--- src/rtl/esv_pkg.sv ---
package esv_pkg;

	localparam int SAMPLE_BITS = 16;
	localparam int MAG_BITS = SAMPLE_BITS + 1;

	localparam int POS_BITS = 16;
	localparam int VBITS_BITS = 5;
	localparam int PERCENT_BITS = 7;
	localparam int COUNT_BITS = 8;
	localparam int HOLD_BITS = 16;

	localparam int CFG_INDEX_BITS = 3;
	localparam int CFG_DATA_BITS = 16;

	// Error window and alarm timing
	localparam int WINDOW_LAST = 200;
	localparam int RATE_WINDOW = 202;
	localparam int PERCENT_SCALE = 100;
	localparam int ALARM_LIMIT = 200;
	localparam int ALARM_MAX = 255;
	localparam int TABLE_DEPTH = 1 << COUNT_BITS;

	typedef enum logic [CFG_INDEX_BITS-1:0] {
		REG_VALID_BITS    = 3'd0,
		REG_TURN_MAX      = 3'd1,
		REG_JUMP_LIMIT    = 3'd2,
		REG_ERROR_LEVEL   = 3'd3,
		REG_HOLDOFF_TICKS = 3'd4
	} esv_reg_t;

	localparam logic [VBITS_BITS-1:0] VALID_BITS_RST = 5'd16;
	localparam logic [POS_BITS-1:0] TURN_MAX_RST = 16'd4095;
	localparam logic [POS_BITS-1:0] JUMP_LIMIT_RST = 16'd100;
	localparam logic [PERCENT_BITS-1:0] ERROR_LEVEL_RST = 7'd10;
	localparam logic [HOLD_BITS-1:0] HOLDOFF_TICKS_RST = 16'd100;

	typedef logic [PERCENT_BITS-1:0] percent_t;

	typedef struct packed {
		logic [VBITS_BITS-1:0] valid_bits;
		logic [POS_BITS-1:0] turn_max;
		logic [POS_BITS-1:0] jump_limit;
		percent_t error_level;
		logic [HOLD_BITS-1:0] holdoff_ticks;
	} esv_cfg_t;

	typedef struct packed {
		logic [POS_BITS-1:0] position;
		logic sample_good;
		percent_t error_percent;
		logic alarm;
	} esv_result_t;

	typedef percent_t rate_table_t [TABLE_DEPTH];

	// Error count of one window to truncated percentage of the window length
	function automatic rate_table_t build_rate_table();
		rate_table_t t;
		for (int i = 0; i < TABLE_DEPTH; i++) begin
			t[i] = percent_t'((i * PERCENT_SCALE) / RATE_WINDOW);
		end
		return t;
	endfunction

	localparam rate_table_t RATE_TABLE = build_rate_table();

endpackage

--- src/rtl/esv_sample_if.sv ---
interface esv_sample_if
	import esv_pkg::*;
();
	logic valid;
	logic ready;
	logic [SAMPLE_BITS-1:0] sample;

	modport source (output valid, output sample, input ready);
	modport sink (input valid, input sample, output ready);
endinterface

--- src/rtl/esv_result_if.sv ---
interface esv_result_if
	import esv_pkg::*;
();
	logic valid;
	logic ready;
	logic [POS_BITS-1:0] position;
	logic sample_good;
	logic [PERCENT_BITS-1:0] error_percent;
	logic alarm;

	modport source (output valid, output position, output sample_good,
		output error_percent, output alarm, input ready);
	modport sink (input valid, input position, input sample_good,
		input error_percent, input alarm, output ready);
endinterface

--- src/rtl/esv_cfg_if.sv ---
interface esv_cfg_if
	import esv_pkg::*;
();
	logic valid;
	logic ready;
	logic [CFG_INDEX_BITS-1:0] index;
	logic [CFG_DATA_BITS-1:0] data;

	modport source (output valid, output index, output data, input ready);
	modport sink (input valid, input index, input data, output ready);
endinterface

--- src/rtl/encoder_sample_validator_unit.sv ---
// Encoder sample validator.
// Channels: samples carries one raw encoder word per transfer; results
// returns one item per sample with the held position, the good flag of
// that sample, the error percentage of the last completed 202-sample
// window and the sticky alarm. cfg writes the five setup registers by
// index (valid_bits, turn_max, jump_limit, error_level, holdoff_ticks);
// it is always ready and should be written only while no sample is in
// flight.
// Path: a sample taken on samples waits in the input stage register, then
// moves into the result register, which drives results. Throughput: one
// sample per cycle while results is not stalled; the check and all state
// updates sit between the input stage register and the result register.
// Reset: arst_n clears the history, counters, alarm and the pipeline and
// loads the register defaults (16, 4095, 100, 10, 100).
// Stall: while results is stalled the result register holds its item,
// the input stage keeps one more sample, and samples.ready then drops
// until the result is taken.
module encoder_sample_validator_unit
	import esv_pkg::*;
(
	input  logic clk,
	input  logic arst_n,
	esv_sample_if.sink samples,
	esv_result_if.source results,
	esv_cfg_if.sink cfg
);

	esv_cfg_t regs;
	logic valid_s1;
	logic [SAMPLE_BITS-1:0] sample_s1;
	logic out_valid_q;
	esv_result_t result_q;
	esv_result_t result_next;
	logic [SAMPLE_BITS-1:0] prev_sample;
	logic good;
	logic advance;

	esv_cfg_regs u_cfg (
		.clk(clk),
		.arst_n(arst_n),
		.cfg(cfg),
		.regs(regs)
	);

	esv_check u_check (
		.sample(sample_s1),
		.prev_sample(prev_sample),
		.regs(regs),
		.good(good)
	);

	esv_track u_track (
		.clk(clk),
		.arst_n(arst_n),
		.advance(advance),
		.sample(sample_s1),
		.good(good),
		.regs(regs),
		.prev_sample(prev_sample),
		.result_next(result_next)
	);

	assign advance = valid_s1 && (!out_valid_q || results.ready);
	assign samples.ready = !valid_s1 || advance;

	always_ff @(posedge clk or negedge arst_n) begin
		if (!arst_n) begin
			valid_s1 <= 1'b0;
			out_valid_q <= 1'b0;
		end else begin
			if (samples.ready) valid_s1 <= samples.valid;
			if (advance) begin
				out_valid_q <= 1'b1;
			end else if (results.ready) begin
				out_valid_q <= 1'b0;
			end
		end
	end

	always_ff @(posedge clk) begin
		if (samples.valid && samples.ready) sample_s1 <= samples.sample;
		if (advance) result_q <= result_next;
	end

	assign results.valid = out_valid_q;
	assign results.position = result_q.position;
	assign results.sample_good = result_q.sample_good;
	assign results.error_percent = result_q.error_percent;
	assign results.alarm = result_q.alarm;

endmodule

--- src/rtl/esv_cfg_regs.sv ---
module esv_cfg_regs
	import esv_pkg::*;
(
	input  logic clk,
	input  logic arst_n,
	esv_cfg_if.sink cfg,
	output esv_cfg_t regs
);

	esv_cfg_t regs_q;

	assign cfg.ready = 1'b1;
	assign regs = regs_q;

	always_ff @(posedge clk or negedge arst_n) begin
		if (!arst_n) begin
			regs_q.valid_bits <= VALID_BITS_RST;
			regs_q.turn_max <= TURN_MAX_RST;
			regs_q.jump_limit <= JUMP_LIMIT_RST;
			regs_q.error_level <= ERROR_LEVEL_RST;
			regs_q.holdoff_ticks <= HOLDOFF_TICKS_RST;
		end else if (cfg.valid) begin
			case (cfg.index)
				REG_VALID_BITS: regs_q.valid_bits <= cfg.data[VBITS_BITS-1:0];
				REG_TURN_MAX: regs_q.turn_max <= cfg.data[POS_BITS-1:0];
				REG_JUMP_LIMIT: regs_q.jump_limit <= cfg.data[POS_BITS-1:0];
				REG_ERROR_LEVEL: regs_q.error_level <= cfg.data[PERCENT_BITS-1:0];
				REG_HOLDOFF_TICKS: regs_q.holdoff_ticks <= cfg.data[HOLD_BITS-1:0];
				default: ;
			endcase
		end
	end

endmodule

--- src/rtl/esv_check.sv ---
module esv_check
	import esv_pkg::*;
(
	input  logic [SAMPLE_BITS-1:0] sample,
	input  logic [SAMPLE_BITS-1:0] prev_sample,
	input  esv_cfg_t regs,
	output logic good
);

	logic [SAMPLE_BITS-1:0] diff;
	logic [MAG_BITS-1:0] mag;
	logic [MAG_BITS-1:0] full_turn;
	logic [POS_BITS-1:0] low_edge;
	logic out_of_range;
	logic small_jump;
	logic wrap_jump;

	assign full_turn = MAG_BITS'(1) << SAMPLE_BITS;
	assign diff = sample - prev_sample;

	// Wrapped difference read as signed, then its magnitude
	assign mag = diff[SAMPLE_BITS-1] ? (full_turn - {1'b0, diff}) : {1'b0, diff};

	assign out_of_range = (32'(regs.valid_bits) < SAMPLE_BITS) &&
		((sample >> regs.valid_bits) != '0);

	// Lower edge of the wrap window holds at zero when the limit passes turn_max
	assign low_edge = (regs.turn_max >= regs.jump_limit) ?
		(regs.turn_max - regs.jump_limit) : '0;

	assign small_jump = mag < MAG_BITS'(regs.jump_limit);
	assign wrap_jump = (mag >= MAG_BITS'(low_edge)) && (mag <= MAG_BITS'(regs.turn_max));

	assign good = !out_of_range && (small_jump || wrap_jump);

endmodule

--- src/rtl/esv_track.sv ---
module esv_track
	import esv_pkg::*;
(
	input  logic clk,
	input  logic arst_n,
	input  logic advance,
	input  logic [SAMPLE_BITS-1:0] sample,
	input  logic good,
	input  esv_cfg_t regs,
	output logic [SAMPLE_BITS-1:0] prev_sample,
	output esv_result_t result_next
);

	logic [SAMPLE_BITS-1:0] prev_q;
	logic [POS_BITS-1:0] held_q;
	logic hold_active_q;
	logic [HOLD_BITS-1:0] hold_count_q;
	logic [COUNT_BITS-1:0] win_errors_q;
	logic [COUNT_BITS-1:0] win_samples_q;
	percent_t rate_q;
	logic [COUNT_BITS-1:0] alarm_count_q;
	logic alarm_q;

	logic [POS_BITS-1:0] held_d;
	logic hold_mid;
	logic hold_active_d;
	logic [HOLD_BITS:0] hold_inc;
	logic [HOLD_BITS-1:0] hold_count_d;
	logic [COUNT_BITS-1:0] err_mid;
	logic [COUNT_BITS-1:0] win_errors_d;
	logic [COUNT_BITS-1:0] win_samples_d;
	percent_t rate_d;
	logic [COUNT_BITS-1:0] alarm_count_d;
	logic alarm_d;

	assign prev_sample = prev_q;

	always_comb begin
		// Bad sample starts holdoff before the position update is decided
		hold_mid = hold_active_q || !good;
		held_d = (good && !hold_active_q) ? (POS_BITS'(sample) & regs.turn_max) : held_q;

		hold_inc = {1'b0, hold_count_q} + 1'b1;
		hold_active_d = hold_mid;
		hold_count_d = hold_count_q;
		if (hold_mid) begin
			if (hold_inc > {1'b0, regs.holdoff_ticks}) begin
				hold_count_d = '0;
				hold_active_d = 1'b0;
			end else begin
				hold_count_d = hold_inc[HOLD_BITS-1:0];
			end
		end

		err_mid = win_errors_q + COUNT_BITS'(!good);
		if (win_samples_q > COUNT_BITS'(WINDOW_LAST)) begin
			rate_d = RATE_TABLE[err_mid];
			win_errors_d = '0;
			win_samples_d = '0;
		end else begin
			rate_d = rate_q;
			win_errors_d = err_mid;
			win_samples_d = win_samples_q + 1'b1;
		end

		alarm_d = alarm_q;
		if (rate_d > regs.error_level) begin
			if (alarm_count_q > COUNT_BITS'(ALARM_LIMIT)) alarm_d = 1'b1;
			alarm_count_d = (alarm_count_q < COUNT_BITS'(ALARM_MAX)) ?
				alarm_count_q + 1'b1 : alarm_count_q;
		end else begin
			alarm_count_d = '0;
		end

		result_next.position = held_d;
		result_next.sample_good = good;
		result_next.error_percent = rate_d;
		result_next.alarm = alarm_d;
	end

	always_ff @(posedge clk or negedge arst_n) begin
		if (!arst_n) begin
			prev_q <= '0;
			held_q <= '0;
			hold_active_q <= 1'b0;
			hold_count_q <= '0;
			win_errors_q <= '0;
			win_samples_q <= '0;
			rate_q <= '0;
			alarm_count_q <= '0;
			alarm_q <= 1'b0;
		end else if (advance) begin
			prev_q <= sample;
			held_q <= held_d;
			hold_active_q <= hold_active_d;
			hold_count_q <= hold_count_d;
			win_errors_q <= win_errors_d;
			win_samples_q <= win_samples_d;
			rate_q <= rate_d;
			alarm_count_q <= alarm_count_d;
			alarm_q <= alarm_d;
		end
	end

endmodule

--- src/flat_wrapper.sv ---
// flat-port wrapper written by rule: the top's interface ports become plain ports
module encoder_sample_validator_unit_flat import esv_pkg::*;
  (clk, arst_n, samples_valid, samples_sample, samples_ready, results_valid, results_position, results_sample_good, results_error_percent, results_alarm, results_ready, cfg_valid, cfg_index, cfg_data, cfg_ready);
  esv_sample_if samples_i ();
  esv_result_if results_i ();
  esv_cfg_if cfg_i ();
  input  logic clk;
  input  logic arst_n;
  input wire logic [$bits(samples_i.valid)-1:0] samples_valid;
  input wire logic [$bits(samples_i.sample)-1:0] samples_sample;
  output wire logic [$bits(samples_i.ready)-1:0] samples_ready;
  output wire logic [$bits(results_i.valid)-1:0] results_valid;
  output wire logic [$bits(results_i.position)-1:0] results_position;
  output wire logic [$bits(results_i.sample_good)-1:0] results_sample_good;
  output wire logic [$bits(results_i.error_percent)-1:0] results_error_percent;
  output wire logic [$bits(results_i.alarm)-1:0] results_alarm;
  input wire logic [$bits(results_i.ready)-1:0] results_ready;
  input wire logic [$bits(cfg_i.valid)-1:0] cfg_valid;
  input wire logic [$bits(cfg_i.index)-1:0] cfg_index;
  input wire logic [$bits(cfg_i.data)-1:0] cfg_data;
  output wire logic [$bits(cfg_i.ready)-1:0] cfg_ready;
  assign samples_i.valid = samples_valid;
  assign samples_i.sample = samples_sample;
  assign samples_ready = samples_i.ready;
  assign results_valid = results_i.valid;
  assign results_position = results_i.position;
  assign results_sample_good = results_i.sample_good;
  assign results_error_percent = results_i.error_percent;
  assign results_alarm = results_i.alarm;
  assign results_i.ready = results_ready;
  assign cfg_i.valid = cfg_valid;
  assign cfg_i.index = cfg_index;
  assign cfg_i.data = cfg_data;
  assign cfg_ready = cfg_i.ready;
  encoder_sample_validator_unit u_core (.clk(clk), .arst_n(arst_n), .samples(samples_i), .results(results_i), .cfg(cfg_i));
endmodule
--- config.mk ---
export PLATFORM = sky130hd
export DESIGN_NAME = encoder_sample_validator_unit_flat
export DESIGN_NICKNAME = d
export VERILOG_FILES = /design/src/rtl/esv_pkg.sv /design/src/rtl/esv_sample_if.sv /design/src/rtl/esv_result_if.sv /design/src/rtl/esv_cfg_if.sv /design/src/rtl/encoder_sample_validator_unit.sv /design/src/rtl/esv_cfg_regs.sv /design/src/rtl/esv_check.sv /design/src/rtl/esv_track.sv /design/src/flat_wrapper.sv
export SDC_FILE = /design/constraint.sdc
export NUM_CORES = 1
export LEC_CHECK = 0
export BUFFER_PORTS_ARGS = -buffer_cell sky130_fd_sc_hd__clkbuf_2
export CORE_UTILIZATION = 50
export DETAILED_ROUTE_END_ITERATION = 7
export GPL_ROUTABILITY_DRIVEN = 0
export PLACE_DENSITY_LB_ADDON = 0.05
export RECOVER_POWER = 25
export SLEW_MARGIN = 30
export SYNTH_ARGS = -nofsm -noshare
export SYNTH_HDL_FRONTEND = slang
export SYNTH_SLANG_ARGS = --single-unit
export TNS_END_PERCENT = 1
--- constraint.sdc ---
create_clock -name clk -period 12.25 [get_ports clk]
set_input_delay 0.6125 -clock clk [delete_from_list [all_inputs] [get_ports clk]]
set_output_delay 0.6125 -clock clk [all_outputs]
set_load 0.02 [all_outputs]
-- Yosys cells after proc, flatten, opt, wreduce, memory -nomap -nowiden
Memory sizes are Yosys's and may differ from the RTL's.
Cells that the tools add are included.
- bits in registers: 184
- bits in read-only memories: 1792
- input port bits: 40
- output and inout port bits: 28
- logic and storage cells: 90
- memories: 1
- add/sub/neg operators: 7
- magnitude comparators: 11
- equality and inequality tests: 5
- shift-type cells: 1
- multiplexer cells: 17
- bitwise logic cells: 2
- reductions and logical operators: 25
- memory list (name ; words ; bits a word ; read ports ; clocked after memory_dff ; write ports ; line ; RTL):
    (no name shown) ; 256 ; 7 ; 1 ; 0 ; 0 ; esv_track.sv:57 ; rate_d = RATE_TABLE[err_mid];
- operators by type and width (kind ; number):
    two-way mux 16 bit ; 3
    two-way mux 8 bit ; 4
    subtractor 16 bit ; 2
    two-way mux 7 bit ; 3
    adder 16 x 1 -> 17 bit, second input constant ; 1
    >= comparator 17 x 16 -> 1 bit ; 1
    greater-than comparator 17 x 16 -> 1 bit ; 1
    less-or-equal comparator 17 x 16 -> 1 bit ; 1
    less-than comparator 17 x 16 -> 1 bit ; 1
    two-way mux 17 bit ; 1
    subtractor 17 x 16 -> 17 bit, first input constant ; 1
    adder 8 x 1 -> 8 bit, second input constant ; 2
    AND 16 bit ; 1
    >= comparator 16 bit ; 1
    greater-than comparator 8 bit, second input constant ; 2
    nonzero test 16 bit ; 1
    right shift 16 x 5 -> 16 bit ; 1
    AND reduction 2 bit ; 7
    >= comparator 9 bit, second input constant ; 1
    inverter 8 -> 9 bit ; 1
    adder 8 x 1 -> 8 bit ; 1
    less-than comparator 8 bit, second input constant ; 1
    greater-than comparator 7 bit ; 1
    equality test 3 x 2 -> 1 bit, second input constant ; 2
    other kinds (10) ; 27

-- Longest topological paths before layout
Gate-level depths: netlist (run 1).
- word-level depth: 17
- mapped depth: 48
- gate-level depth less buffers: 46

-- Hierarchy
A second synthesis (run 1) with hierarchy kept.
- cells, all modules: 1252
- area, all modules: 12583.3 sq um
- modules (own cells, without submodules) (module ; times used ; cells each ; area each (sq um) ; seq. area each (sq um)):
    esv_track ; 1 ; 605 ; 5507.8 ; 2026.9
    esv_check ; 1 ; 465 ; 3275.6 ; 0.0
    esv_cfg_regs ; 1 ; 133 ; 2464.9 ; 1527.7
    encoder_sample_validator_unit ; 1 ; 49 ; 1335.0 ; 1281.2

-- Worst setup path after synthesis (run 1)
Ideal clock, no wire load.
- path kind: flip-flop to flip-flop
- start: reg u_core.sample_s1[3]
- end: reg u_core.u_track.alarm_count_q[7]
- setup time: 0.078 ns
- arrival time: 8.405 ns
- data required time: 12.172 ns
- setup slack: 3.767 ns
- stages on the path, launching flop included: 42
- period minus slack after synthesis: 8.483 ns
- cells stage by stage: edfxtp_1 ha_1 o21ai_1 a21o_1 a21oi_2 o31a_1 a31oi_4 xnor2_2 clkbuf_1 nor2_1 xnor2_1 ha_1 a21oi_1 o21ai_0 a21oi_1 o21ai_1 a41o_1 a2111oi_0 [... 6 more ...] clkinv_1 ha_1 o21ai_0 o21ai_0 a221oi_1 a31o_2 mux2_2 ha_1 nor2b_1 o21ai_0 nand2b_1 a21oi_1 o21ai_0 o21a_1 nor2_1 o21ai_0 or3_1 a21oi_1
- RTL lines (item ; line ; RTL):
    start: declaration ; encoder_sample_validator_unit.sv:30 ; logic [SAMPLE_BITS-1:0] sample_s1;
    start signal: assignment ; encoder_sample_validator_unit.sv:81 ; if (samples.valid && samples.ready) sample_s1 <= samples.sample;
    end signal: assignment ; esv_track.sv:100 ; alarm_count_q <= alarm_count_d;
    end: declaration ; esv_track.sv:21 ; logic [COUNT_BITS-1:0] alarm_count_q;

==> flow_results.xml, run 1 <==
<?xml version="1.0" encoding="UTF-8"?>
<metrics>
  <group name="sta">
    <metric name="layout_worst_path_cycle_share" unit="%">84.87</metric>
    <metric name="hold_slack" unit="ns">0.3470</metric>
    <metric name="timing.slew.headroom" unit="%">-139.5</metric>
    <metric name="hold_viol" unit="">0</metric>
    <metric name="slew_viol_final" unit="">64</metric>
    <metric name="unrepaired_setup_endpoints_after_global_routing" unit="">no</metric>
    <metric name="setup_slack" unit="ns">1.854</metric>
    <metric name="tns" unit="ns">0</metric>
    <metric name="finalWorstPathRequiredPeriod" unit="ns">10.40</metric>
    <metric name="finClkSkew" unit="ns">0.01437</metric>
    <metric name="max_slew.worst_pin.slew" unit="ns">3.592</metric>
    <metric name="report.final.setup_viol" unit="">0</metric>
    <metric name="fmaxAchievable" unit="GHz">0.09619</metric>
  </group>
  <group name="logic_synthesis">
    <metric name="ys_warn_count" unit="">0</metric>
    <metric name="synthMuxAreaShare" unit="%">6.337</metric>
    <metric name="postSynthCellCount" unit="">1256</metric>
    <metric name="yosys_register_bits" unit="">184</metric>
    <metric name="ys_types" unit="">78</metric>
    <metric name="portion_of_the_post_synthesis_area_used_by_sequential_elements" unit="%">40.22</metric>
    <metric name="post_synth_adder_cell_area" unit="%">12.20</metric>
    <metric name="synth-main-ff-cell" unit="">sky130_fd_sc_hd__dfrtp_1</metric>
    <metric name="synth_top_family_by_area" unit="">compound AO/OA/AOI/OAI gates</metric>
    <metric name="mean_instance_size_in_the_synthesized_netlist" unit="um^2">9.573</metric>
    <metric name="post_synth_and_or_nand_nor_area_fraction" unit="%">14.67</metric>
    <metric name="synth_async_sr_flop_share" unit="%">77.72</metric>
    <metric name="synth_compound_area_share" unit="%">17.38</metric>
    <metric name="post_synth_xor_area_fraction" unit="%">4.797</metric>
    <metric name="syn-num-nets" unit="">1412</metric>
    <metric name="synth_edf_count" unit="">41</metric>
    <metric name="syn-cell-area" unit="mm^2">0.01202</metric>
  </group>
  <group name="finish">
    <metric name="antenna_cells_inserted" unit="">0</metric>
    <metric name="final_net_count" unit="">1469</metric>
    <metric name="final_core_util" unit="%">56.48</metric>
    <metric name="final-instance-count-excl-fill" unit="">1645</metric>
    <metric name="post_route_cells_drive_above_1_share" unit="%">15.46</metric>
    <metric name="layout-area-overhead-vs-synth" unit="%">10.58</metric>
    <metric name="final_area" unit="mm^2">0.01330</metric>
  </group>
  <group name="setup_path">
    <metric name="critical_path_class" unit="">reg2reg</metric>
    <metric name="startpoint_type" unit="">flip-flop</metric>
    <metric name="path_buf_inv" unit="">1</metric>
    <metric name="top_cell_by_count_worst_path" unit="">sky130_fd_sc_hd__ha_1</metric>
    <metric name="cp-startpoint" unit="">u_core.sample_s1[8]$_DFFE_PP_</metric>
    <metric name="crit_path_max_incr_delay" unit="ns">0.70</metric>
    <metric name="endpoint_class_of_the_critical_path" unit="">flip-flop</metric>
    <metric name="worst_ep_arrival_time" unit="ns">10.75</metric>
    <metric name="required" unit="ns">12.60</metric>
    <metric name="timing.critical_path.max_delay_family" unit="">compound AO/OA/AOI/OAI gates</metric>
    <metric name="timing.critical_path.fanout_max" unit="">16</metric>
    <metric name="cell_type_of_the_slowest_stage_on_the_worst_timing_path" unit="">sky130_fd_sc_hd__xnor2_2</metric>
    <metric name="worst_r2r_startpoint" unit="">u_core.sample_s1[8]$_DFFE_PP_</metric>
  </group>
  <group name="routing">
    <metric name="routed_vias" unit="">9246</metric>
    <metric name="post_drt_wl_per_cell" unit="um">18.13</metric>
    <metric name="routed_wirelength" unit="mm">29.83</metric>
    <metric name="detail_route.first_pass.iterations" unit="">6</metric>
    <metric name="antenna_left" unit="">0</metric>
    <metric name="dr.first_iter.drc_count" unit="">601</metric>
    <metric name="detail_route.drc_violations" unit="">0</metric>
    <metric name="avgViaCountPerCell" unit="">5.621</metric>
  </group>
  <group name="floorplan">
    <metric name="core" unit="mm^2">0.02354</metric>
    <metric name="rows" unit="">56</metric>
    <metric name="die_area" unit="mm^2">0.02467</metric>
    <metric name="die_h" unit="um">157.1</metric>
    <metric name="floorplan.initialDensity" unit="%">51.07</metric>
    <metric name="die_w" unit="um">157.1</metric>
    <metric name="number_of_placed_i_o_pins" unit="">68</metric>
  </group>
  <group name="clocking">
    <metric name="clock_insertion_delay_at_the_later_pin_of_the_skew_report" unit="ns">0.44</metric>
    <metric name="max-clock-path-buffers" unit="">2</metric>
    <metric name="clock_tree_from_tritoncts" unit="">built</metric>
    <metric name="cts_root_buf" unit="">sky130_fd_sc_hd__clkbuf_16</metric>
    <metric name="postCtsHoldBufs" unit="">0</metric>
    <metric name="cts.repair_timing.setup_buffer_count" unit="">0</metric>
    <metric name="cts.reportedPaths.clkPinSlew" unit="ns">0.07</metric>
    <metric name="cts-resized-gates" unit="">0</metric>
    <metric name="cts.sinks" unit="">184</metric>
    <metric name="htree_depth" unit="">4</metric>
    <metric name="cts_inserted_buffers" unit="">17</metric>
  </group>
  <group name="placement">
    <metric name="place.detailed.instances" unit="">1613</metric>
    <metric name="place_hpwl" unit="mm">22.19</metric>
    <metric name="place_area" unit="mm^2">0.01270</metric>
    <metric name="preCtsSetupSlack" unit="ns">1.889</metric>
    <metric name="numPortBuffers" unit="">66</metric>
  </group>
  <group name="global_routing">
    <metric name="number_of_antenna_violations_at_the_first_check_in_global_routing" unit="">0</metric>
    <metric name="grt_pass1_wl" unit="mm">47.98</metric>
    <metric name="grt.overflow.total" unit="">0</metric>
    <metric name="track_usage" unit="%">25.42</metric>
    <metric name="grt_max_degree" unit="">82</metric>
    <metric name="first_global_vias" unit="">8719</metric>
  </group>
  <group name="power">
    <metric name="power" unit="mW">2.918</metric>
    <metric name="pwr_density_cell" unit="mW/mm^2">219.4</metric>
    <metric name="ir_drop" unit="uV">86.63</metric>
    <metric name="cellLeakagePower" unit="nW">5.976</metric>
  </group>
  <group name="status">
    <metric name="violations" unit="">max-capacitance violations, max-slew violations</metric>
    <metric name="outcome" unit="">finished with violations</metric>
  </group>
  <group name="worst_hold_path">
    <metric name="worst_hold_startpoint" unit="">samples_sample[5]</metric>
    <metric name="min_path_type" unit="">in2reg</metric>
  </group>
  <group name="job">
    <metric name="max_capacitance_violation_count" unit="">1</metric>
  </group>
</metrics>
[power by group]
part / internal, mW / switching [mW]
Combinational: 0.615 / 0.882
Sequential: 0.764 / 0.0812
Clock: 0.323 / 0.252
[final cells by class]
cell class | instances | area [um^2]
inverters | 94 | 352.8
well taps | 319 | 399.1
clock inverters | 13 | 167.7
multi-input cells | 941 | 6716
repair buffers | 75 | 391.6
clock buffers | 19 | 432.9
flip-flops and latches | 184 | 4836
fillers | 2095 | 10250
[worst reg2reg max path: cells and delay by family (launching register included)]
kind            cells  cell delay, ns
xor+xnor            3            1.61
fa+ha+maj           6            1.90
simple gates        7            1.58
mux                 1            0.28
compound gates     19            3.95
flops               1            0.54
buf+inv             1            0.40
[cells in the mapped netlist, types with 11 or more instances]
library cell               number  area [um^2]
sky130_fd_sc_hd__o21ai_0      135        675.7
sky130_fd_sc_hd__nor2b_1       15        93.84
sky130_fd_sc_hd__nand2b_1      30        187.7
sky130_fd_sc_hd__nand4_1       15        93.84
sky130_fd_sc_hd__inv_1         93        349.1
sky130_fd_sc_hd__a21o_1        19        142.6
sky130_fd_sc_hd__nand3_1       24        120.1
sky130_fd_sc_hd__xnor2_1       36        315.3
sky130_fd_sc_hd__o31ai_1       16        120.1
sky130_fd_sc_hd__a21oi_1       56        280.3
sky130_fd_sc_hd__dfrtp_1      122         3053
sky130_fd_sc_hd__nor3_1        11        55.05
sky130_fd_sc_hd__mux2_2        49        551.8
sky130_fd_sc_hd__clkbuf_1      29        108.9
sky130_fd_sc_hd__and2_1        22        137.6
sky130_fd_sc_hd__xor2_1        28        245.2
sky130_fd_sc_hd__o21ai_1       12        60.06
sky130_fd_sc_hd__dfstp_2       21        551.8
sky130_fd_sc_hd__nand2_1      150        563.0
sky130_fd_sc_hd__edfxtp_1      41         1231
sky130_fd_sc_hd__and3_1        17        106.4
sky130_fd_sc_hd__nor2_1        51        191.4
sky130_fd_sc_hd__ha_1         114         1426
[sequential cells by signal, indices dropped and copies added, names as in the netlist, 8 cells and up]
register                      flops
u_core.u_track.prev_sample       16
u_core.u_track.win_errors_q       8
u_core.u_track.alarm_count_q      8
u_core.u_cfg.regs                60
u_core.sample_s1                 16
u_core.u_track.win_samples_q      8
u_core.u_track.held_q            16
u_core.results.position          16
u_core.u_track.hold_count_q      16
[cells by family (layout without fill, tap and decap cells)]
kind of cell,count (synthesis),count (layout)
and+or+nand+nor,362,362
AOI/OAI and AO/OA,332,332
DFF,184,184
buffers and inverters,131,201
adders and majority gates,116,116
xor gates and xnor gates,65,65
muxes,65,65
other,1,1
[worst paths after layout]
kind	end	slack, ns	cells past startpoint
max in group asynchronous	u_core.u_track.held_q[1]$_DFFE_PN0P_	8.80	2
min in group asynchronous	u_core.u_track.rate_q[4]$_DFFE_PN0P_	1.38	1
worst min-delay path	u_core.sample_s1[5]$_DFFE_PP_	0.35	1
worst min register to register	u_core.results.valid$_DFFE_PN0P_	0.49	1
worst max register to register	u_core.u_track.alarm_count_q[7]$_DFFE_PN0P_	1.85	37
worst max-delay path	u_core.u_track.alarm_count_q[7]$_DFFE_PN0P_	1.85	37
[per-layer routing]
| metal | global-route usage, % | part of all wire [%] | vias up |
|---|---|---|---|
| met5 | 0 | 0 | - |
| met4 | 5.640 | 1.3 | 0 |
| met3 | 3.414 | 3.1 | 22 |
| met2 | 41.61 | 46 | 182 |
| met1 | 35.77 | 49 | 4437 |
| li1 | - | - | 4605 |
[cell usage in the layout (no fill, tap or decap), types with 16 or more instances in the layout]
cell                        synthesis  layout
sky130_fd_sc_hd__clkbuf_2           0      64
sky130_fd_sc_hd__nand2b_1          30      30
sky130_fd_sc_hd__nand2_1          150     150
sky130_fd_sc_hd__o31ai_1           16      16
sky130_fd_sc_hd__and3_1            17      17
sky130_fd_sc_hd__nor2_1            51      51
sky130_fd_sc_hd__mux2_2            49      49
sky130_fd_sc_hd__dfrtp_1          122     122
sky130_fd_sc_hd__o21ai_0          135     135
sky130_fd_sc_hd__a21o_1            19      19
sky130_fd_sc_hd__inv_1             93      92
sky130_fd_sc_hd__nand3_1           24      24
sky130_fd_sc_hd__xor2_1            28      27
sky130_fd_sc_hd__a21oi_1           56      56
sky130_fd_sc_hd__edfxtp_1          41      41
sky130_fd_sc_hd__and2_1            22      22
sky130_fd_sc_hd__clkbuf_16          0      17
sky130_fd_sc_hd__dfstp_2           21      21
sky130_fd_sc_hd__xnor2_1           36      35
sky130_fd_sc_hd__ha_1             114     114
Note: power is estimated with default switching activity, not from simulation.
==> inputs of run 2 (changes only) <==
==> constraint.sdc (replaced) <==
create_clock -name clk -period 10.8 [get_ports clk]
set_input_delay 0.54 -clock clk [delete_from_list [all_inputs] [get_ports clk]]
set_output_delay 0.54 -clock clk [all_outputs]
set_load 0.02 [all_outputs]
==> flow_results.xml, run 2 (same netlist as run 1, synthesis figures left out) <==
<?xml version="1.0" encoding="UTF-8"?>
<metrics>
  <group name="status">
    <metric name="outcome" unit="">finished with violations</metric>
    <metric name="violations" unit="">max-capacitance violations, max-slew violations</metric>
  </group>
  <group name="sta">
    <metric name="layout_worst_path_cycle_share" unit="%">90.78</metric>
    <metric name="tns" unit="ns">0</metric>
    <metric name="slew_viol_final" unit="">64</metric>
    <metric name="max_slew.worst_pin.slew" unit="ns">3.662</metric>
    <metric name="finalWorstPathRequiredPeriod" unit="ns">9.804</metric>
    <metric name="finClkSkew" unit="ns">0.01170</metric>
    <metric name="hold_viol" unit="">0</metric>
    <metric name="fmaxAchievable" unit="GHz">0.1020</metric>
    <metric name="hold_slack" unit="ns">0.2643</metric>
    <metric name="timing.slew.headroom" unit="%">-144.1</metric>
    <metric name="report.final.setup_viol" unit="">0</metric>
    <metric name="unrepaired_setup_endpoints_after_global_routing" unit="">no</metric>
  </group>
  <group name="finish">
    <metric name="layout.cells.most_common_list" unit="">150 x sky130_fd_sc_hd__nand2_1, 135 x sky130_fd_sc_hd__o21ai_0, 122 x sky130_fd_sc_hd__dfrtp_1, 114 x sky130_fd_sc_hd__ha_1, 92 x sky130_fd_sc_hd__inv_1</metric>
    <metric name="largest_register_ff_count" unit="">60</metric>
    <metric name="leading_cell_type_in_the_layout_fill_and_taps_excluded" unit="">sky130_fd_sc_hd__nand2_1</metric>
    <metric name="fillCellCount" unit="">2172</metric>
    <metric name="layout-area-overhead-vs-synth" unit="%">10.41</metric>
    <metric name="final_net_count" unit="">1472</metric>
    <metric name="post_route_cells_drive_above_1_share" unit="%">15.65</metric>
  </group>
  <group name="floorplan">
    <metric name="core" unit="mm^2">0.02354</metric>
    <metric name="floorplan.initialDensity" unit="%">51.07</metric>
    <metric name="die_h" unit="um">157.1</metric>
    <metric name="die_w" unit="um">157.1</metric>
    <metric name="die_area" unit="mm^2">0.02467</metric>
    <metric name="number_of_placed_i_o_pins" unit="">68</metric>
    <metric name="rows" unit="">56</metric>
  </group>
  <group name="worst_hold_path">
    <metric name="min_path_type" unit="">in2reg</metric>
    <metric name="timing.hold.worst_path_depth" unit="">1</metric>
  </group>
  <group name="power">
    <metric name="power.internal" unit="mW">1.870</metric>
    <metric name="cellLeakagePower" unit="nW">5.964</metric>
    <metric name="power.combinational.fraction" unit="%">52.3</metric>
    <metric name="p_seq_share" unit="%">29.4</metric>
    <metric name="pwr_density_cell" unit="mW/mm^2">245.9</metric>
    <metric name="ir_drop" unit="uV">94.94</metric>
    <metric name="pwr-share-clk" unit="%">18.4</metric>
    <metric name="power.net_switching" unit="mW">1.394</metric>
    <metric name="switching_share" unit="%">42.71</metric>
  </group>
  <group name="routing">
    <metric name="routed_wirelength" unit="mm">29.73</metric>
    <metric name="detail_route.drc_violations" unit="">0</metric>
    <metric name="antenna_left" unit="">0</metric>
    <metric name="post_drt_wl_per_cell" unit="um">18.02</metric>
    <metric name="dr.first_iter.drc_count" unit="">590</metric>
    <metric name="avgViaCountPerCell" unit="">5.618</metric>
    <metric name="routed_vias" unit="">9269</metric>
    <metric name="detail_route.first_pass.iterations" unit="">5</metric>
  </group>
  <group name="setup_path">
    <metric name="worst-r2r-cell-count" unit="">39</metric>
    <metric name="crit_path_max_incr_delay" unit="ns">0.88</metric>
    <metric name="endpoint_class_of_the_critical_path" unit="">flip-flop</metric>
    <metric name="required" unit="ns">11.17</metric>
    <metric name="top_cell_by_count_worst_path" unit="">sky130_fd_sc_hd__ha_1</metric>
    <metric name="worst_ep_arrival_time" unit="ns">10.17</metric>
    <metric name="timing.critical_path.fanout_max" unit="">10</metric>
    <metric name="cell_type_of_the_slowest_stage_on_the_worst_timing_path" unit="">sky130_fd_sc_hd__a311oi_1</metric>
    <metric name="startpoint_type" unit="">flip-flop</metric>
    <metric name="critical_path_class" unit="">reg2reg</metric>
  </group>
  <group name="placement">
    <metric name="numPortBuffers" unit="">66</metric>
    <metric name="place_hpwl" unit="mm">22.23</metric>
  </group>
  <group name="clocking">
    <metric name="cts_inserted_buffers" unit="">17</metric>
    <metric name="clock_tree_from_tritoncts" unit="">built</metric>
    <metric name="clock_insertion_delay_at_the_later_pin_of_the_skew_report" unit="ns">0.45</metric>
    <metric name="cts.repair_timing.setup_buffer_count" unit="">0</metric>
    <metric name="cts.reportedPaths.clkPinSlew" unit="ns">0.08</metric>
    <metric name="htree_depth" unit="">4</metric>
    <metric name="cts_root_buf" unit="">sky130_fd_sc_hd__clkbuf_16</metric>
    <metric name="postCtsHoldBufs" unit="">0</metric>
    <metric name="max-clock-path-buffers" unit="">2</metric>
    <metric name="cts.sinks" unit="">184</metric>
  </group>
  <group name="global_routing">
    <metric name="grt.overflow.total" unit="">0</metric>
    <metric name="grt_max_degree" unit="">82</metric>
    <metric name="number_of_antenna_violations_at_the_first_check_in_global_routing" unit="">3</metric>
    <metric name="first_global_vias" unit="">8752</metric>
    <metric name="track_usage" unit="%">25.33</metric>
    <metric name="grt_pass1_wl" unit="mm">47.51</metric>
  </group>
  <group name="job">
    <metric name="max_capacitance_violation_count" unit="">1</metric>
  </group>
</metrics>
run 2: changes by cell type in the layout (fill, tap and decap cells not counted), sizes merged:
cell	change
buf	+3
bufinv	-3
inv	+3
diode	+2
clkinv	-1
clkinvlp	+1
run 2: power by group through the flow:
stage / sequential [mW] / clock [mW] / combinational, mW
after floorplan: 0.965 / 0 / 1.26
after global placement: 0.967 / 0 / 1.66
after detailed placement: 0.970 / 0 / 1.68
after CTS: 0.957 / 0.616 / 1.69
after global routing: 0.976 / 0.641 / 1.92
final: 0.958 / 0.599 / 1.71
run 2: timing repair:
action / in CTS / in global routing
setup endpoints to repair: 0 / 2
hold endpoints to repair: 0 / 0
resized for setup: 0 / 1
run 2: final timing paths:
path / slack (ns) / end / start
hold / removal: 0.26 / u_core.sample_s1[9]$_DFFE_PP_ / samples_sample[9]
min in group asynchronous: 1.33 / u_core.u_track.rate_q[4]$_DFFE_PN0P_ / arst_n
setup reg to reg: 1.0 / u_core.u_track.alarm_count_q[7]$_DFFE_PN0P_ / u_core.sample_s1[0]$_DFFE_PP_
max in group asynchronous: 7.39 / u_core.u_track.prev_sample[1]$_DFFE_PN0P_ / arst_n
setup / recovery: 1.0 / u_core.u_track.alarm_count_q[7]$_DFFE_PN0P_ / u_core.sample_s1[0]$_DFFE_PP_
hold reg to reg: 0.49 / u_core.results.valid$_DFFE_PN0P_ / u_core.valid_s1$_DFFE_PN0N_
run 2: final cells by class:
cell class | count | area (um^2) | area share (%)
diodes | 2 | 5.005 | 0.03770
clock buffers | 19 | 432.9 | 3.261
clock inverters | 13 | 115.1 | 0.8671
inverters | 94 | 352.8 | 2.658
multi-input cells | 941 | 6720 | 50.62
flip-flops and latches | 184 | 4836 | 36.43
well taps | 319 | 399.1 | 3.007
repair buffers | 78 | 414.1 | 3.120
run 2: worst max-delay path, delay by kind of cell, from the launching register on:
family | cells | cell delay (ns)
compound gates | 16 | 3.62
simple gates | 11 | 2.14
fa+ha+maj | 7 | 2.10
buf+inv | 3 | 0.62
xor+xnor | 1 | 0.55
flops | 1 | 0.40
mux | 1 | 0.28
run 2: metal layers:
layer  global-route usage [%]  part of all wire (%)
met5                        0                     0
met4                    6.565                   1.6
met3                    4.157                   4.0
met2                    40.61                    45
met1                    35.52                    49
run 2: stage by stage:
stage / instances / power, mW / util (%) / cell area, um^2 / setup slack, ns
6_report: 1650 / 3.265 / 56.39 / 13280 / 0.9956
5_1_grt: 1648 / 3.537 / 56.37 / 13270 / 0.1074
4_1_cts: 1648 / 3.268 / 56.36 / 13270 / 0.8511
3_5_place_dp: 1616 / 2.654 / 54.03 / 12720 / 0.8590
3_3_place_gp: 1616 / 2.629 / 54.00 / 12710 / 1.060
2_1_floorplan: 1256 / 2.223 / - / 12020 / 2.317
==> inputs of run 3 (changes only) <==
--- a/config.mk
+++ b/config.mk
@@ -6,7 +6,7 @@
 export NUM_CORES = 1
 export LEC_CHECK = 0
 export BUFFER_PORTS_ARGS = -buffer_cell sky130_fd_sc_hd__clkbuf_2
-export CORE_UTILIZATION = 50
+export CORE_UTILIZATION = 63
 export DETAILED_ROUTE_END_ITERATION = 7
 export GPL_ROUTABILITY_DRIVEN = 0
 export PLACE_DENSITY_LB_ADDON = 0.05
@@ -14,5 +14,6 @@
 export SLEW_MARGIN = 30
 export SYNTH_ARGS = -nofsm -noshare
 export SYNTH_HDL_FRONTEND = slang
+export SYNTH_HIERARCHICAL = 1
 export SYNTH_SLANG_ARGS = --single-unit
 export TNS_END_PERCENT = 1
==> flow_results.xml, run 3 <==
<?xml version="1.0" encoding="UTF-8"?>
<metrics>
  <group name="status">
    <metric name="outcome" unit="">finished with violations</metric>
    <metric name="violations" unit="">max-capacitance violations, max-slew violations</metric>
  </group>
  <group name="global_routing">
    <metric name="grt_pass1_wl" unit="mm">46.00</metric>
    <metric name="grt.overflow.total" unit="">0</metric>
    <metric name="number_of_antenna_violations_at_the_first_check_in_global_routing" unit="">0</metric>
    <metric name="track_usage" unit="%">29.07</metric>
    <metric name="grt_max_degree" unit="">78</metric>
    <metric name="first_global_vias" unit="">9026</metric>
  </group>
  <group name="logic_synthesis">
    <metric name="synth_top_area_share" unit="%">24.26</metric>
    <metric name="portion_of_the_post_synthesis_area_used_by_sequential_elements" unit="%">38.43</metric>
    <metric name="synth_async_sr_flop_share" unit="%">77.72</metric>
    <metric name="top_post_synthesis_cells_by_area" unit="">sky130_fd_sc_hd__dfrtp_1 24%, sky130_fd_sc_hd__ha_1 11%, sky130_fd_sc_hd__edfxtp_1 9.8%</metric>
    <metric name="ys_types" unit="">96</metric>
    <metric name="ys_warn_count" unit="">6</metric>
    <metric name="synth.most_common_cell" unit="">sky130_fd_sc_hd__dfrtp_1</metric>
    <metric name="synth-main-ff-cell" unit="">sky130_fd_sc_hd__dfrtp_1</metric>
    <metric name="syn-num-nets" unit="">1408</metric>
    <metric name="synth.top_cells.by_count" unit="">122 x sky130_fd_sc_hd__dfrtp_1, 114 x sky130_fd_sc_hd__ha_1, 107 x sky130_fd_sc_hd__nand2_1, 104 x sky130_fd_sc_hd__inv_1, 73 x sky130_fd_sc_hd__o21ai_0</metric>
    <metric name="synth_top_cell_by_area" unit="">sky130_fd_sc_hd__dfrtp_1</metric>
    <metric name="mean_instance_size_in_the_synthesized_netlist" unit="um^2">10.05</metric>
    <metric name="yosys_register_bits" unit="">184</metric>
    <metric name="synth_edf_count" unit="">41</metric>
    <metric name="syn-cell-area" unit="mm^2">0.01258</metric>
    <metric name="postSynthCellCount" unit="">1252</metric>
  </group>
  <group name="floorplan">
    <metric name="die_area" unit="mm^2">0.02054</metric>
    <metric name="die_w" unit="um">143.3</metric>
    <metric name="die_h" unit="um">143.3</metric>
    <metric name="number_of_placed_i_o_pins" unit="">68</metric>
    <metric name="floorplan.initialDensity" unit="%">64.44</metric>
    <metric name="core" unit="mm^2">0.01953</metric>
    <metric name="rows" unit="">51</metric>
  </group>
  <group name="setup_path">
    <metric name="startpoint_type" unit="">flip-flop</metric>
    <metric name="required" unit="ns">11.10</metric>
    <metric name="endpoint_class_of_the_critical_path" unit="">flip-flop</metric>
    <metric name="critical_path_class" unit="">reg2reg</metric>
    <metric name="worst_ep_arrival_time" unit="ns">10.26</metric>
    <metric name="top_cell_by_count_worst_path" unit="">sky130_fd_sc_hd__ha_1</metric>
    <metric name="timing.critical_path.fanout_max" unit="">18</metric>
    <metric name="crit_path_max_incr_delay" unit="ns">0.58</metric>
    <metric name="cell_type_of_the_slowest_stage_on_the_worst_timing_path" unit="">sky130_fd_sc_hd__nor3_1</metric>
  </group>
  <group name="routing">
    <metric name="detail_route.drc_violations" unit="">0</metric>
    <metric name="avgViaCountPerCell" unit="">6.072</metric>
    <metric name="routed_vias" unit="">9563</metric>
    <metric name="post_drt_wl_per_cell" unit="um">18.35</metric>
    <metric name="antenna_left" unit="">0</metric>
    <metric name="dr.first_iter.drc_count" unit="">773</metric>
    <metric name="routed_wirelength" unit="mm">28.90</metric>
    <metric name="detail_route.first_pass.iterations" unit="">5</metric>
  </group>
  <group name="power">
    <metric name="cellLeakagePower" unit="nW">6.172</metric>
    <metric name="ir_drop" unit="uV">161.8</metric>
    <metric name="pwr_density_cell" unit="mW/mm^2">254.6</metric>
  </group>
  <group name="sta">
    <metric name="unrepaired_setup_endpoints_after_global_routing" unit="">no</metric>
    <metric name="max_slew.worst_pin.slew" unit="ns">4.253</metric>
    <metric name="layout_worst_path_cycle_share" unit="%">92.21</metric>
    <metric name="report.final.setup_viol" unit="">0</metric>
    <metric name="timing.slew.headroom" unit="%">-183.5</metric>
    <metric name="slew_viol_final" unit="">78</metric>
    <metric name="fmaxAchievable" unit="GHz">0.1004</metric>
    <metric name="finalWorstPathRequiredPeriod" unit="ns">9.959</metric>
    <metric name="hold_viol" unit="">0</metric>
    <metric name="finClkSkew" unit="ns">0.01842</metric>
    <metric name="tns" unit="ns">0</metric>
  </group>
  <group name="finish">
    <metric name="layout.cells.most_common_list" unit="">122 x sky130_fd_sc_hd__dfrtp_1, 113 x sky130_fd_sc_hd__ha_1, 107 x sky130_fd_sc_hd__nand2_1, 104 x sky130_fd_sc_hd__inv_1, 73 x sky130_fd_sc_hd__o21ai_0</metric>
    <metric name="largest_register_ff_count" unit="">60</metric>
    <metric name="final_net_count" unit="">1453</metric>
    <metric name="post_route_cells_drive_above_1_share" unit="%">18.55</metric>
    <metric name="fillCellCount" unit="">1545</metric>
    <metric name="layout-area-overhead-vs-synth" unit="%">8.223</metric>
    <metric name="leading_cell_type_in_the_layout_fill_and_taps_excluded" unit="">sky130_fd_sc_hd__dfrtp_1</metric>
    <metric name="final-instance-count-excl-fill" unit="">1575</metric>
    <metric name="antenna_cells_inserted" unit="">0</metric>
  </group>
  <group name="job">
    <metric name="max_capacitance_violation_count" unit="">1</metric>
  </group>
  <group name="clocking">
    <metric name="max-clock-path-buffers" unit="">2</metric>
    <metric name="cts.sinks" unit="">184</metric>
    <metric name="cts_root_buf" unit="">sky130_fd_sc_hd__clkbuf_16</metric>
    <metric name="htree_depth" unit="">4</metric>
    <metric name="clock_insertion_delay_at_the_later_pin_of_the_skew_report" unit="ns">0.43</metric>
    <metric name="cts.repair_timing.setup_buffer_count" unit="">0</metric>
    <metric name="clock_tree_from_tritoncts" unit="">built</metric>
    <metric name="cts.reportedPaths.clkPinSlew" unit="ns">0.08</metric>
    <metric name="cts_inserted_buffers" unit="">17</metric>
  </group>
  <group name="placement">
    <metric name="numPortBuffers" unit="">66</metric>
    <metric name="place_hpwl" unit="mm">21.16</metric>
    <metric name="place.detailed.instances" unit="">1543</metric>
  </group>
  <group name="worst_hold_path">
    <metric name="min_path_type" unit="">in2reg</metric>
  </group>
</metrics>
## run 3: logic make-up after synthesis
| family | Yosys count | synth area share (%) |
|---|---|---|
| muxes | 106 | 10.35 |
| DFF | 184 | 38.43 |
| AOI/OAI and AO/OA | 296 | 15.99 |
| and+or+nand+nor | 328 | 13.33 |
| other | 1 | 0.02980 |
| xor gates and xnor gates | 67 | 4.842 |
| buffers and inverters | 154 | 5.369 |
| adders and majority gates | 116 | 11.65 |
## run 3: routing by layer
layer  GRT usage (%)  wire length [um]
met5               0                 0
met4           10.08               614
met3           3.865              1447
met2           47.91             13660
met1           39.49             13180
## run 3: final timing paths
check                                         startpoint                                     endpoint  slack, ns  cells after the start
max in group asynchronous                         arst_n            u_core/u_cfg/regs[38]$_DFFE_PN0P_       6.66                      2
hold reg to reg              u_core/valid_s1$_DFFE_PN0P_             u_core/results.valid$_DFFE_PN0P_       0.49                      1
setup reg to reg           u_core/sample_s1[0]$_DFFE_PP_  u_core/u_track/alarm_count_q[1]$_DFFE_PN0P_       0.84                     40
setup / recovery           u_core/sample_s1[0]$_DFFE_PP_  u_core/u_track/alarm_count_q[1]$_DFFE_PN0P_       0.84                     40
hold / removal                         samples_sample[8]                u_core/sample_s1[8]$_DFFE_PP_       0.27                      1
min in group asynchronous                         arst_n             u_core/results.valid$_DFFE_PN0P_       1.60                      1
## run 3: critical path, delay by kind of cell, from the launching register on
kind,cells,cell delay [ns]
buffers and inverters,4,0.46
xor gates and xnor gates,3,0.79
AOI/OAI and AO/OA,16,3.01
adders and majority gates,7,2.30
muxes,1,0.29
DFF,1,0.44
and+or+nand+nor,9,2.53
## run 3: timing repair
action,4_1_cts,5_1_grt
hold buffers,0,0
resized for setup,0,3
setup endpoints to repair,0,8
## run 3: report_power, final
group | switching (mW) | internal, mW
Sequential | 0.154 | 0.889
Combinational | 1.05 | 0.750
Clock | 0.294 | 0.330
Total | 1.50 | 1.97
## run 3: final cells by class
type / count / area [um^2] / area share [%]
multi-input combinational: 914 / 7073 / 51.94
sequential: 184 / 4836 / 35.51
clock buffer: 19 / 432.9 / 3.179
inverter: 107 / 401.6 / 2.949
timing repair buffer: 73 / 387.9 / 2.848
tap: 265 / 331.6 / 2.435
clock inverter: 13 / 155.1 / 1.139
## run 3: per-stage QoR
step                      utilization, %  power (mW)  instance area (um^2)  hold WS (ns)  setup WS [ns]
after global placement             66.71       2.750                 13030        0.4519          1.166
after CTS                          69.81       3.448                 13630        0.1650         0.6062
after floorplan                        -       2.387                 12580        0.2444          2.362
after global routing               69.74       3.722                 13620        0.2575         0.1414
final                              69.74       3.467                 13620        0.2737         0.8410
after detailed placement           66.79       2.795                 13040        0.4648         0.7432
